**config.mk**
```make
export PLATFORM = sky130hd
export DESIGN_NAME = i2c_eeprom_access_sequencer_core
export DESIGN_NICKNAME = d
export VERILOG_FILES = /design/src/rtl/core/ieas_pkg.sv /design/src/rtl/core/i2c_eeprom_access_sequencer_core.sv
export SDC_FILE = /design/constraint.sdc
export NUM_CORES = 1
export LEC_CHECK = 0
export BUFFER_PORTS_ARGS = -buffer_cell sky130_fd_sc_hd__buf_2
export CORE_ASPECT_RATIO = 1.1
export CORE_MARGIN = 2
export CORE_UTILIZATION = 35
export CTS_CLUSTER_DIAMETER = 50
export CTS_CLUSTER_SIZE = 20
export DETAILED_ROUTE_END_ITERATION = 8
export GPL_ROUTABILITY_DRIVEN = 0
export PLACE_DENSITY = 0.61
export SETUP_SLACK_MARGIN = 0.5
export SLEW_MARGIN = 20
export SYNTH_ARGS = -nofsm -noshare
export SYNTH_HDL_FRONTEND = slang
export SYNTH_SLANG_ARGS = --single-unit
```
**constraint.sdc**
```tcl
create_clock -name clk -period 4.2 [get_ports clk]
set_clock_uncertainty 0.1 [all_clocks]
set_input_delay 0.84 -clock clk [delete_from_list [all_inputs] [get_ports clk]]
set_output_delay 0.84 -clock clk [all_outputs]
set_load 0.05 [all_outputs]
```
**src/rtl/core/ieas_pkg.sv**
```systemverilog
`default_nettype none
package ieas_pkg;

  localparam int unsigned IEAS_POLL_LIMIT = 10001;

  localparam int unsigned ADDR_W  = 16;
  localparam int unsigned CFG_W   = 16;
  localparam int unsigned RETRY_W = 14;
  localparam int unsigned UPC_W   = 4;

  // command codes of an input word
  localparam logic [1:0] CMD_WRITE = 2'd0;
  localparam logic [1:0] CMD_READ  = 2'd1;
  localparam logic [1:0] CMD_RESP  = 2'd2;

  // result kinds
  localparam logic [1:0] KIND_NONE = 2'd0;
  localparam logic [1:0] KIND_TX   = 2'd1;
  localparam logic [1:0] KIND_DONE = 2'd2;

  // configuration register indexes
  localparam logic [1:0] REG_BASE  = 2'd0;
  localparam logic [1:0] REG_WIDE  = 2'd1;
  localparam logic [1:0] REG_BLOCK = 2'd2;

  // access phase
  localparam logic [2:0] PH_IDLE    = 3'd0;
  localparam logic [2:0] PH_WR_DATA = 3'd1;
  localparam logic [2:0] PH_WR_POLL = 3'd2;
  localparam logic [2:0] PH_RD_PTR  = 3'd3;
  localparam logic [2:0] PH_RD_DATA = 3'd4;

  // sequencing of the step counter
  localparam logic [1:0] SEQ_NEXT     = 2'd0;
  localparam logic [1:0] SEQ_JUMP     = 2'd1;
  localparam logic [1:0] SEQ_COND     = 2'd2;
  localparam logic [1:0] SEQ_DISPATCH = 2'd3;

  // jump conditions
  localparam logic [1:0] COND_ACK        = 2'd0;
  localparam logic [1:0] COND_NACK       = 2'd1;
  localparam logic [1:0] COND_DIV_BUSY   = 2'd2;
  localparam logic [1:0] COND_POLL_LIMIT = 2'd3;

  // result formats
  localparam logic [2:0] EMIT_NONE    = 3'd0;
  localparam logic [2:0] EMIT_REQ     = 3'd1;
  localparam logic [2:0] EMIT_POLL    = 3'd2;
  localparam logic [2:0] EMIT_RD_DATA = 3'd3;
  localparam logic [2:0] EMIT_FAIL    = 3'd4;
  localparam logic [2:0] EMIT_WR_OK   = 3'd5;
  localparam logic [2:0] EMIT_RD_OK   = 3'd6;
  localparam logic [2:0] EMIT_LIMIT   = 3'd7;

  localparam logic [1:0] DIV_NONE = 2'd0;
  localparam logic [1:0] DIV_INIT = 2'd1;
  localparam logic [1:0] DIV_STEP = 2'd2;

  localparam logic [1:0] POLL_KEEP  = 2'd0;
  localparam logic [1:0] POLL_CLEAR = 2'd1;
  localparam logic [1:0] POLL_INC   = 2'd2;
  localparam logic [1:0] POLL_LOAD  = 2'd3;

  localparam logic [2:0] PHOP_KEEP    = 3'd0;
  localparam logic [2:0] PHOP_IDLE    = 3'd1;
  localparam logic [2:0] PHOP_CMD     = 3'd2;
  localparam logic [2:0] PHOP_WR_POLL = 3'd3;
  localparam logic [2:0] PHOP_RD_DATA = 3'd4;

  // program steps
  localparam logic [UPC_W-1:0] ST_FETCH      = 4'd0;
  localparam logic [UPC_W-1:0] ST_DIV_INIT   = 4'd1;
  localparam logic [UPC_W-1:0] ST_DIV_STEP   = 4'd2;
  localparam logic [UPC_W-1:0] ST_REQ        = 4'd3;
  localparam logic [UPC_W-1:0] ST_WR_DATA    = 4'd4;
  localparam logic [UPC_W-1:0] ST_WR_DATA_OK = 4'd5;
  localparam logic [UPC_W-1:0] ST_POLL       = 4'd6;
  localparam logic [UPC_W-1:0] ST_POLL_CHK   = 4'd7;
  localparam logic [UPC_W-1:0] ST_POLL_AGAIN = 4'd8;
  localparam logic [UPC_W-1:0] ST_RD_PTR     = 4'd9;
  localparam logic [UPC_W-1:0] ST_RD_PTR_OK  = 4'd10;
  localparam logic [UPC_W-1:0] ST_RD_DATA    = 4'd11;
  localparam logic [UPC_W-1:0] ST_RD_OK      = 4'd12;
  localparam logic [UPC_W-1:0] ST_FAIL       = 4'd13;
  localparam logic [UPC_W-1:0] ST_WR_OK      = 4'd14;
  localparam logic [UPC_W-1:0] ST_LIMIT      = 4'd15;

  typedef struct packed {
    logic [1:0]        cmd;
    logic [ADDR_W-1:0] mem_address;
    logic [7:0]        write_value;
    logic              bus_ack;
    logic [7:0]        bus_rx_byte;
  } in_t;

  typedef struct packed {
    logic [1:0]         kind;
    logic [7:0]         tx_byte0;
    logic [7:0]         tx_byte1;
    logic [7:0]         tx_byte2;
    logic [7:0]         tx_byte3;
    logic [2:0]         send_count;
    logic               receive_count;
    logic               fail;
    logic [7:0]         read_value;
    logic [RETRY_W-1:0] poll_retries;
  } out_t;

  typedef struct packed {
    logic [1:0]       seq;
    logic [1:0]       cond;
    logic [UPC_W-1:0] target;
    logic [2:0]       emit;
    logic [1:0]       div_op;
    logic [1:0]       poll_op;
    logic [2:0]       ph_op;
    logic             dev_load;
  } ucode_t;

  function automatic ucode_t ucode_rom(input logic [UPC_W-1:0] step);
    ucode_t w;
    w = '0;
    case (step)
      ST_FETCH: begin
        w.seq = SEQ_DISPATCH;
      end
      ST_DIV_INIT: begin
        w.div_op = DIV_INIT;
      end
      ST_DIV_STEP: begin
        w.div_op = DIV_STEP;
        w.seq    = SEQ_COND;
        w.cond   = COND_DIV_BUSY;
        w.target = ST_DIV_STEP;
      end
      ST_REQ: begin
        w.emit     = EMIT_REQ;
        w.dev_load = 1'b1;
        w.poll_op  = POLL_CLEAR;
        w.ph_op    = PHOP_CMD;
        w.seq      = SEQ_JUMP;
        w.target   = ST_FETCH;
      end
      ST_WR_DATA: begin
        w.seq    = SEQ_COND;
        w.cond   = COND_NACK;
        w.target = ST_FAIL;
      end
      ST_WR_DATA_OK: begin
        w.emit    = EMIT_POLL;
        w.poll_op = POLL_CLEAR;
        w.ph_op   = PHOP_WR_POLL;
        w.seq     = SEQ_JUMP;
        w.target  = ST_FETCH;
      end
      ST_POLL: begin
        w.seq    = SEQ_COND;
        w.cond   = COND_ACK;
        w.target = ST_WR_OK;
      end
      ST_POLL_CHK: begin
        w.seq    = SEQ_COND;
        w.cond   = COND_POLL_LIMIT;
        w.target = ST_LIMIT;
      end
      ST_POLL_AGAIN: begin
        w.emit    = EMIT_POLL;
        w.poll_op = POLL_INC;
        w.seq     = SEQ_JUMP;
        w.target  = ST_FETCH;
      end
      ST_RD_PTR: begin
        w.seq    = SEQ_COND;
        w.cond   = COND_NACK;
        w.target = ST_FAIL;
      end
      ST_RD_PTR_OK: begin
        w.emit   = EMIT_RD_DATA;
        w.ph_op  = PHOP_RD_DATA;
        w.seq    = SEQ_JUMP;
        w.target = ST_FETCH;
      end
      ST_RD_DATA: begin
        w.seq    = SEQ_COND;
        w.cond   = COND_NACK;
        w.target = ST_FAIL;
      end
      ST_RD_OK: begin
        w.emit   = EMIT_RD_OK;
        w.ph_op  = PHOP_IDLE;
        w.seq    = SEQ_JUMP;
        w.target = ST_FETCH;
      end
      ST_FAIL: begin
        w.emit   = EMIT_FAIL;
        w.ph_op  = PHOP_IDLE;
        w.seq    = SEQ_JUMP;
        w.target = ST_FETCH;
      end
      ST_WR_OK: begin
        w.emit   = EMIT_WR_OK;
        w.ph_op  = PHOP_IDLE;
        w.seq    = SEQ_JUMP;
        w.target = ST_FETCH;
      end
      ST_LIMIT: begin
        w.emit    = EMIT_LIMIT;
        w.poll_op = POLL_LOAD;
        w.ph_op   = PHOP_IDLE;
        w.seq     = SEQ_JUMP;
        w.target  = ST_FETCH;
      end
      default: begin
        w.seq    = SEQ_JUMP;
        w.target = ST_FETCH;
      end
    endcase
    return w;
  endfunction

endpackage
`default_nettype wire

```
**src/rtl/core/i2c_eeprom_access_sequencer_core.sv**
```systemverilog
`default_nettype none
// channel   direction  handshake              payload
// in        input      in_valid / in_ready    in_data   (ieas_pkg::in_t)
// out       output     out_valid / out_ready  out_data  (ieas_pkg::out_t)
// cfg       input      cfg_valid / cfg_ready  cfg_index, cfg_data
//
// a request word runs through fetch, divider load, 16 divider steps
// (the address / block size split, one quotient bit a cycle) and the emit step.
// a response runs fetch, check steps and a result step; ignored words stay in fetch.
// reset is synchronous; it restores the config and control registers and returns to fetch.
// an emit step holds while the output register is still full; cfg_ready is always high.
module i2c_eeprom_access_sequencer_core
  import ieas_pkg::*;
#(
  parameter int unsigned POLL_LIMIT = IEAS_POLL_LIMIT
) (
  input  wire logic             clk,
  input  wire logic             rst,
  input  wire logic             in_valid,
  output      logic             in_ready,
  input  wire in_t              in_data,
  output      logic             out_valid,
  input  wire logic             out_ready,
  output      out_t             out_data,
  input  wire logic             cfg_valid,
  output      logic             cfg_ready,
  input  wire logic [1:0]       cfg_index,
  input  wire logic [CFG_W-1:0] cfg_data
);

  localparam logic [RETRY_W-1:0] LIMIT = RETRY_W'(POLL_LIMIT);
  localparam int unsigned DIV_CNT_W = $clog2(ADDR_W);
  localparam logic [DIV_CNT_W-1:0] DIV_LAST = DIV_CNT_W'(ADDR_W - 1);

  logic [7:0]          base_address;
  logic                wide_addressing;
  logic [CFG_W-1:0]    block_size;

  logic [UPC_W-1:0]    upc;
  logic [UPC_W-1:0]    upc_next;
  logic [UPC_W-1:0]    dispatch;
  logic [2:0]          phase;
  logic [7:0]          device_byte;
  logic [RETRY_W-1:0]  poll_counter;

  logic [1:0]          cmd_r;
  logic [ADDR_W-1:0]   addr_r;
  logic [7:0]          wdata_r;
  logic                ack_r;
  logic [7:0]          rx_r;

  logic [ADDR_W-1:0]   quo;
  logic [ADDR_W-1:0]   rem;
  logic [DIV_CNT_W-1:0] div_cnt;
  logic [ADDR_W:0]     divisor;
  logic [ADDR_W:0]     rem_sh;
  logic                sub_ok;

  ucode_t              uw;
  logic                stall;
  logic                go;
  logic                cond_true;
  logic                in_accept;
  logic [7:0]          dev_new;
  out_t                emit_word;

  assign uw        = ucode_rom(upc);
  assign in_ready  = (uw.seq == SEQ_DISPATCH);
  assign in_accept = in_valid && in_ready;
  assign cfg_ready = 1'b1;
  assign stall     = (uw.emit != EMIT_NONE) && out_valid;
  assign go        = !stall;

  // block size zero stands for 65536
  assign divisor = (block_size == '0) ? {1'b1, {ADDR_W{1'b0}}} : {1'b0, block_size};
  assign rem_sh  = {rem, quo[ADDR_W-1]};
  assign sub_ok  = (rem_sh >= divisor);
  assign dev_new = base_address + {quo[6:0], 1'b0};

  always_comb begin
    case (uw.cond)
      COND_ACK:        cond_true = ack_r;
      COND_NACK:       cond_true = !ack_r;
      COND_DIV_BUSY:   cond_true = (div_cnt != DIV_LAST);
      COND_POLL_LIMIT: cond_true = (poll_counter >= LIMIT);
      default:         cond_true = 1'b0;
    endcase
  end

  always_comb begin
    dispatch = ST_FETCH;
    case (in_data.cmd)
      CMD_WRITE, CMD_READ: begin
        if (phase == PH_IDLE) dispatch = ST_DIV_INIT;
      end
      CMD_RESP: begin
        case (phase)
          PH_WR_DATA: dispatch = ST_WR_DATA;
          PH_WR_POLL: dispatch = ST_POLL;
          PH_RD_PTR:  dispatch = ST_RD_PTR;
          PH_RD_DATA: dispatch = ST_RD_DATA;
          default:    dispatch = ST_FETCH;
        endcase
      end
      default: dispatch = ST_FETCH;
    endcase
  end

  always_comb begin
    upc_next = upc;
    if (go) begin
      case (uw.seq)
        SEQ_NEXT:     upc_next = upc + 1'b1;
        SEQ_JUMP:     upc_next = uw.target;
        SEQ_COND:     upc_next = cond_true ? uw.target : upc + 1'b1;
        SEQ_DISPATCH: upc_next = in_accept ? dispatch : upc;
        default:      upc_next = ST_FETCH;
      endcase
    end
  end

  always_comb begin
    emit_word = '0;
    case (uw.emit)
      EMIT_REQ: begin
        emit_word.kind     = KIND_TX;
        emit_word.tx_byte0 = dev_new;
        if (cmd_r == CMD_WRITE) begin
          if (wide_addressing) begin
            emit_word.tx_byte1   = rem[15:8];
            emit_word.tx_byte2   = rem[7:0];
            emit_word.tx_byte3   = wdata_r;
            emit_word.send_count = 3'd4;
          end else begin
            emit_word.tx_byte1   = rem[7:0];
            emit_word.tx_byte2   = wdata_r;
            emit_word.send_count = 3'd3;
          end
        end else begin
          if (wide_addressing) begin
            emit_word.tx_byte1   = rem[15:8];
            emit_word.tx_byte2   = rem[7:0];
            emit_word.send_count = 3'd3;
          end else begin
            emit_word.tx_byte1   = rem[7:0];
            emit_word.send_count = 3'd2;
          end
        end
      end
      EMIT_POLL: begin
        emit_word.kind       = KIND_TX;
        emit_word.tx_byte0   = device_byte;
        emit_word.send_count = 3'd1;
      end
      EMIT_RD_DATA: begin
        emit_word.kind          = KIND_TX;
        emit_word.tx_byte0      = device_byte | 8'h01;
        emit_word.send_count    = 3'd1;
        emit_word.receive_count = 1'b1;
      end
      EMIT_FAIL: begin
        emit_word.kind = KIND_DONE;
        emit_word.fail = 1'b1;
      end
      EMIT_WR_OK: begin
        emit_word.kind         = KIND_DONE;
        emit_word.poll_retries = poll_counter;
      end
      EMIT_RD_OK: begin
        emit_word.kind       = KIND_DONE;
        emit_word.read_value = rx_r;
      end
      EMIT_LIMIT: begin
        emit_word.kind         = KIND_DONE;
        emit_word.fail         = 1'b1;
        emit_word.poll_retries = LIMIT;
      end
      default: emit_word = '0;
    endcase
  end

  // configuration registers
  always_ff @(posedge clk) begin
    if (rst) begin
      base_address    <= 8'hA0;
      wide_addressing <= 1'b0;
      block_size      <= CFG_W'(256);
    end else if (cfg_valid && cfg_ready) begin
      case (cfg_index)
        REG_BASE:  base_address    <= cfg_data[7:0];
        REG_WIDE:  wide_addressing <= cfg_data[0];
        REG_BLOCK: block_size      <= cfg_data;
        default: ;
      endcase
    end
  end

  // sequencer control state
  always_ff @(posedge clk) begin
    if (rst) begin
      upc          <= ST_FETCH;
      phase        <= PH_IDLE;
      device_byte  <= '0;
      poll_counter <= '0;
      out_valid    <= 1'b0;
    end else begin
      upc <= upc_next;
      if (out_valid && out_ready) out_valid <= 1'b0;
      if (go) begin
        if (uw.emit != EMIT_NONE) out_valid <= 1'b1;
        if (uw.dev_load) device_byte <= dev_new;
        case (uw.poll_op)
          POLL_CLEAR: poll_counter <= '0;
          POLL_INC:   poll_counter <= poll_counter + 1'b1;
          POLL_LOAD:  poll_counter <= LIMIT;
          default: ;
        endcase
        case (uw.ph_op)
          PHOP_IDLE:    phase <= PH_IDLE;
          PHOP_CMD:     phase <= (cmd_r == CMD_WRITE) ? PH_WR_DATA : PH_RD_PTR;
          PHOP_WR_POLL: phase <= PH_WR_POLL;
          PHOP_RD_DATA: phase <= PH_RD_DATA;
          default: ;
        endcase
      end
    end
  end

  // datapath: latched word, divider, output register
  always_ff @(posedge clk) begin
    if (in_accept) begin
      cmd_r   <= in_data.cmd;
      addr_r  <= in_data.mem_address;
      wdata_r <= in_data.write_value;
      ack_r   <= in_data.bus_ack;
      rx_r    <= in_data.bus_rx_byte;
    end
    case (uw.div_op)
      DIV_INIT: begin
        quo     <= addr_r;
        rem     <= '0;
        div_cnt <= '0;
      end
      DIV_STEP: begin
        // restoring division, one quotient bit a cycle
        quo     <= {quo[ADDR_W-2:0], sub_ok};
        rem     <= sub_ok ? ADDR_W'(rem_sh - divisor) : rem_sh[ADDR_W-1:0];
        div_cnt <= div_cnt + 1'b1;
      end
      default: ;
    endcase
    if (go && (uw.emit != EMIT_NONE)) out_data <= emit_word;
  end

endmodule
`default_nettype wire
```
# Word level (Yosys, flattened, before mapping)
# Cells that the tools add are included.
[word_totals]
register_bits = 187
out_inout_bits = 64
[classes]
n_addsub = 5
n_lt_le_gt_ge = 2
n_eq_ne = 47
muxes = 39
bitwise = 1
reduce_logical = 37
[ops]
columns = ["op", "count"]
rows = [
  ["$pmux W16 S2", 2],
  ["$mux W16", 3],
  ["$pmux W4 S4", 3],
  ["$pmux W14 S3", 1],
  ["$eq A4 B4 Y1 const B", 8],
  ["$pmux W14 S2", 1],
  ["$pmux W3 S4", 2],
  ["$pmux W8 S3", 1],
  ["$pmux W3 S7", 1],
  ["$eq A2 B2 Y1 const B", 9],
  ["$eq A3 B2 Y1 const B", 6],
  ["$eq A3 B3 Y1 const B", 6],
  ["$pmux W2 S3", 3],
  ["$ge A17 B17 Y1", 1],
  ["$mux W17", 1],
  ["$eq A4 B3 Y1 const B", 4],
  ["$logic_not A16 Y1", 1],
  ["$mux W8", 2],
  ["$pmux W4 S2", 2],
  ["$sub A16 B16 Y16", 1],
  ["$add A14 B1 Y14 const B", 1],
  ["$ge A14 B14 Y1 const B", 1],
  ["$reduce_and A2 Y1", 7],
  ["$eq A2 B1 Y1 const B", 6],
  ["other kinds (29)", 58],
]

# Logic depth before layout (Yosys ltp)
[logic_depth]
depth_word = 7
ltp_mapped = 12

# Least setup slack after synthesis
# No wires, ideal clock.
[synth_path]
path_type = "reg2reg"
startpoint = "register upc[0]"
endpoint = "register out_data[0] (netlist bit), enable pin"
setup_ns = 0.480
arrival_time_ns = 3.580
slack_ns = 0.040
path_stages_with_launch = 7
path_buffers = 1
path_cell_list = "dfxtp_1 -> inv_1 -> ha_1 -> or2_0 -> buf_2 -> a221oi_2 -> nor2_1"
[synth_via]
elab_chain_len = 7
elab_cells_between_ends = 14
classes_between = "eq/ne: 8; mux: 1; reduce/logical: 5"
[synth_lines]
columns = ["item", "line", "text"]
rows = [
  ["start, declared", "i2c_eeprom_access_sequencer_core.sv:39", "logic [UPC_W-1:0] upc;"],
  ["start signal, assigned", "i2c_eeprom_access_sequencer_core.sv:207", "upc <= upc_next;"],
  ["$eq A4 B4 Y1 / $eq A4 B3 Y1 (equally long branches)", "ieas_pkg.sv:123", "case (step)"],
  ["$reduce_or A2 Y1 (no source line)", "-", ""],
  ["$pmux W3 S7 (*)", "ieas_pkg.sv:123", ""],
  ["$reduce_bool A3 Y1 (*)", "i2c_eeprom_access_sequencer_core.sv:71, i2c_eeprom_access_sequencer_core.sv:252", ""],
  ["$logic_and A1 B1 Y1", "i2c_eeprom_access_sequencer_core.sv:71", "assign stall = (uw.emit != EMIT_NONE) && out_valid;"],
  ["$logic_not A1 Y1", "i2c_eeprom_access_sequencer_core.sv:72", "assign go = !stall;"],
  ["$logic_and A1 B1 Y1 (*)", "i2c_eeprom_access_sequencer_core.sv:252", "if (go && (uw.emit != EMIT_NONE)) out_data <= emit_word;"],
  ["end signal, assigned", "i2c_eeprom_access_sequencer_core.sv:252", ""],
  ["end, declared", "i2c_eeprom_access_sequencer_core.sv:24", "output out_t out_data,"],
]
# Mark *: on every way between the ends. The rest lies on a longest branch, timed or not.
# A chain may end at the register's enable or synchronous reset.

# Worst setup path in the final report
[layout_path]
startpoint = "register upc[3]"
endpoint = "output in_ready"
[layout_via]
elab_chain_len = 4
elab_cells_between_ends = 19
classes_between = "eq/ne: 15; mux: 1; reduce/logical: 3"
[layout_lines]
columns = ["item", "line", "text"]
rows = [
  ["$eq A4 B4 Y1, or another cell as far along", "ieas_pkg.sv:123", ""],
  ["$reduce_or A8 Y1 (no source line) / $reduce_or A6 Y1 (equally long branches)", "-", ""],
  ["$pmux W2 S3 (*)", "ieas_pkg.sv:123", ""],
  ["$eq A2 B2 Y1 (*)", "i2c_eeprom_access_sequencer_core.sv:68", "assign in_ready = (uw.seq == SEQ_DISPATCH);"],
  ["end, declared", "i2c_eeprom_access_sequencer_core.sv:20", "output logic in_ready,"],
]
# Marks and branches as above.

==> summary.md <==
| Metric | Value |
|---|---|
| Std-Cell Rows | 61 |
| Dpl hpwl | 15,100 µm |
| Max Cap Violations | 0 |
| Max Clk Rate | 298 MHz |
| Initial Util | 0.358 |
| Antenna viol nets, final | 0 |
| Reg power frac | 0.388 |
| Sequential area share after synthesis | 0.557 |
| Total CTS buffers | 17 |
| Leak pwr | 4.01 nW |
| Synth Area in Adders | 0.0498 |
| FFs w/ async S/R, synth | 0 |
| Vias | 6,547 |
| Clk network pwr share | 0.221 |
| Die width | 158 µm |
| Filler cell count in the final layout | 2,464 |
| Rel. slew slack | 0.283 |
| Syn-to-layout area delta | 17.0% |
| Root Buffer | clkbuf_16 |
| Crit. Startpoint | upc[3] |
| Largest cells by area after synthesis | edfxtp_1 (44%), dfxtp_1 (12%), ha_1 (4.5%), nor2_1 (4.0%), nand2_1 (3.9%) |
| # DRC | 0 |
| CP Class | flop to output port |
| Reg area | 0.00506 mm² |
| Drt wl/cell | 15.8 µm |
| Final critical-path share of the clock period | 0.799 |
| Nets | 1,054 |
| Simple logic cell fraction of the synthesized area | 0.159 |
| DR iter-0 viols | 417 |
| CTS hold repair buffers | 0 |
| Post-synthesis mux area share | 0.0472 |
| Maximum vdd drop | 0.330 mV |
| Number of global-route vias before repair | 6,167 |
| Multi-input logic area | 0.00371 mm² |
| Worst path arrival time | 2.41 ns |
| Share of cells above drive strength 1 | 0.196 |
| Post-synth top flop | edfxtp_1 |
| Hold_sp | device_byte[5] |
| Die Y-Extent | 173 µm |
| Hold-critical path depth | 2 |
| Comb power frac | 0.392 |
| Core area | 0.0254 mm² |
| CTS tree | done |
| H-tree Lvls | 4 |
| WHS | 0.356 ns |
| Initial antenna violation count | 4 |
| RR Endpoint | poll_counter[7] |
| Crit path capture type | output port |
| CP Max Fanout | 24 |
| Largest net degree at the start of global routing | 53 |
| Post-Route WL | 20,900 µm |
| Min-Delay Endpoint | device_byte[5] |
| Drt pass-1 iters | 4 |
| Nature of the critical path startpoint | flop |
| Area post-placement | 0.0100 mm² |
| Outcome | finished, final reports clean |
| Seq cells post-synth | 187 |
| Gate Count Post-Synth | 855 |
| RSZ-0062 raised after global routing | no |
| Reg2Reg Launch Point | upc[0] |
| Switching portion of total power | 0.398 |
| FF-to-FF path depth | 9 |
| Die ar. | 0.0273 mm² |
| PortBufs | 120 |
| All-layer global routing usage | 0.153 |
| Pwr/cell area | 702 mW/mm² |
| Tightest Pin Transition | 1.07 ns |
| Cell area after layout | 0.0106 mm² |
| Clk slew on worst S/H paths | 0.07 ns |
| Synth Cell Area | 0.00909 mm² |
| CTS Sinks | 187 |
| Final setup fails | 0 |
| Clock Path Buffers | 2 |
| Ports | 122 |
| First-pass GRT wire length | 32,900 µm |
| Worst min path class | flop to flop |
| Largest family of logic cells by synthesized area | simple AND/OR/NAND/NOR gates |
| Post-synth top area share | 0.436 |
| Yosys warns | 0 |
| CP required | 3.26 ns |
| Worst-skew pair later-pin latency | 0.43 ns |
| R2R setup slack | 1.08 ns |
| Total gr overflow | 0 |
| Fin crit period | 3.35 ns |
| Setup bufs post-CTS | 0 |
| XOR/XNOR Fraction of Synth Area | 0.0251 |
| Sw Pwr | 2.97 mW |
| Synthesized area per cell | 10.6 µm² |
| Area fraction in compound gates after synthesis | 0.124 |
| EDFF count, synth | 132 |
| Yosys cell types | 66 |
| TNS Setup | 0 ns |
| Fin. Hold Viols | 0 |
| Top cell type by total area after synthesis | edfxtp_1 |
| Final slew viol count | 0 |
| Avg Vias per Cell | 4.95 |
| P_int | 4.50 mW |
| Post-synthesis net count | 948 |
-- through the flow --
stage / instances / power (mW) / worst slack (ns) / util
floorplan: 855 / 5.10 / 0.882 / -
global placement: 1288 / 5.83 / 1.16 / 0.394
detailed placement: 1288 / 5.86 / 1.08 / 0.394
CTS: 1320 / 7.51 / 0.651 / 0.418
global route: 1321 / 7.92 / 0.688 / 0.418
finish: 1322 / 7.47 / 0.846 / 0.418
-- placed cells by master, fill, tap and decap left out, types with 6 or more instances in the layout --
cell       instances
or2_2              6
nor4_1             8
buf_2            120
nand2_1           95
a211oi_1           7
nor2_1            95
o21a_1             7
buf_4              8
nor3_1            10
nor2b_1            8
nand3b_1           9
nand3_1           10
and3_1            11
edfxtp_1         132
nand2b_1           8
a21o_1            12
clkbuf_16         17
a22o_1             6
o21ai_0           26
dfxtp_1           55
mux2i_1           26
and2_1            19
xor2_1             6
mux2_2            15
a21oi_1           69
xnor2_1           20
inv_1             43
ha_1              33
-- layer usage --
layer | GRT usage | share of wire | up-vias
met5 | 0 | 0.0013 | -
met4 | 0.0511 | 0.017 | 4
met3 | 0.0316 | 0.050 | 26
met2 | 0.223 | 0.43 | 159
met1 | 0.226 | 0.50 | 3085
li1 | - | - | 3273
-- worst max-delay path by stage --
stage | depth (start not counted) | endpoint | slack [ns]
floorplan | 7 | ack_r | 0.88
global placement | 7 | quo[0] | 1.16
detailed placement | 6 | rem[15] | 1.08
CTS | 7 | in_ready | 0.65
global route | 7 | in_ready | 0.69
finish | 5 | in_ready | 0.85
-- state kept, by name, indices dropped and copies added (netlist names), 8 cells and up --
signal        flops
addr_r           16
base_address      8
block_size       16
device_byte       8
out_data         61
poll_counter     14
quo              16
rem              16
rx_r              8
wdata_r           8
-- worst max-delay path, cell delays in order (launching register included) --
cell	delay [ns]
dfxtp_1	0.86
nand2b_1	0.26
a22oi_1	0.11
o21ai_1	0.38
inv_1	0.14
buf_2	0.24
-- Yosys cell counts (6+ instances only) --
master      n
edfxtp_1  132
nor2_1     97
nand2_1    95
a21oi_1    69
dfxtp_1    55
inv_1      43
ha_1       33
clkbuf_1   27
o21ai_0    27
mux2i_1    26
xnor2_1    20
and2_1     19
mux2_2     15
a21o_1     12
and3_1     11
nand3_1    10
nor3_1     10
nand3b_1    9
buf_2       8
nand2b_1    8
nor2b_1     8
nor4_1      8
a211oi_1    7
o21a_1      7
a22o_1      6
or2_2       6
xor2_1      6
-- timing repair --
item,CTS,global route
hold endpoints to repair,0,0
resized for setup,0,1
setup endpoints to repair,0,1
-- cell type report --
| cell class | count | share of cell area |
|---|---|---|
| antenna | 2 | 0.000471 |
| clock buffer | 23 | 0.0459 |
| clock inverter | 9 | 0.0106 |
| inverter | 43 | 0.0152 |
| multi-input combinational | 584 | 0.349 |
| sequential | 187 | 0.476 |
| tap | 346 | 0.0407 |
| timing repair buffer | 128 | 0.0621 |
-- power by group through the flow --
stage                     clock network [mW]  registers [mW]  logic, mW
final                                   1.65            2.90       2.92
after global routing                    1.76            2.95       3.21
after CTS                               1.69            2.90       2.93
after detailed placement                   0            2.94       2.92
after global placement                     0            2.93       2.90
after floorplan                            0            3.34       1.76
-- cell families after synthesis --
family                     after synthesis
muxes                                   41
and+or+nand+nor                        305
xor gates and xnor gates                26
DFF                                    187
other                                    1
buffers and inverters                   84
adders and majority gates               35
AOI/OAI and AO/OA                      176
(Power assumes the default switching activity.)
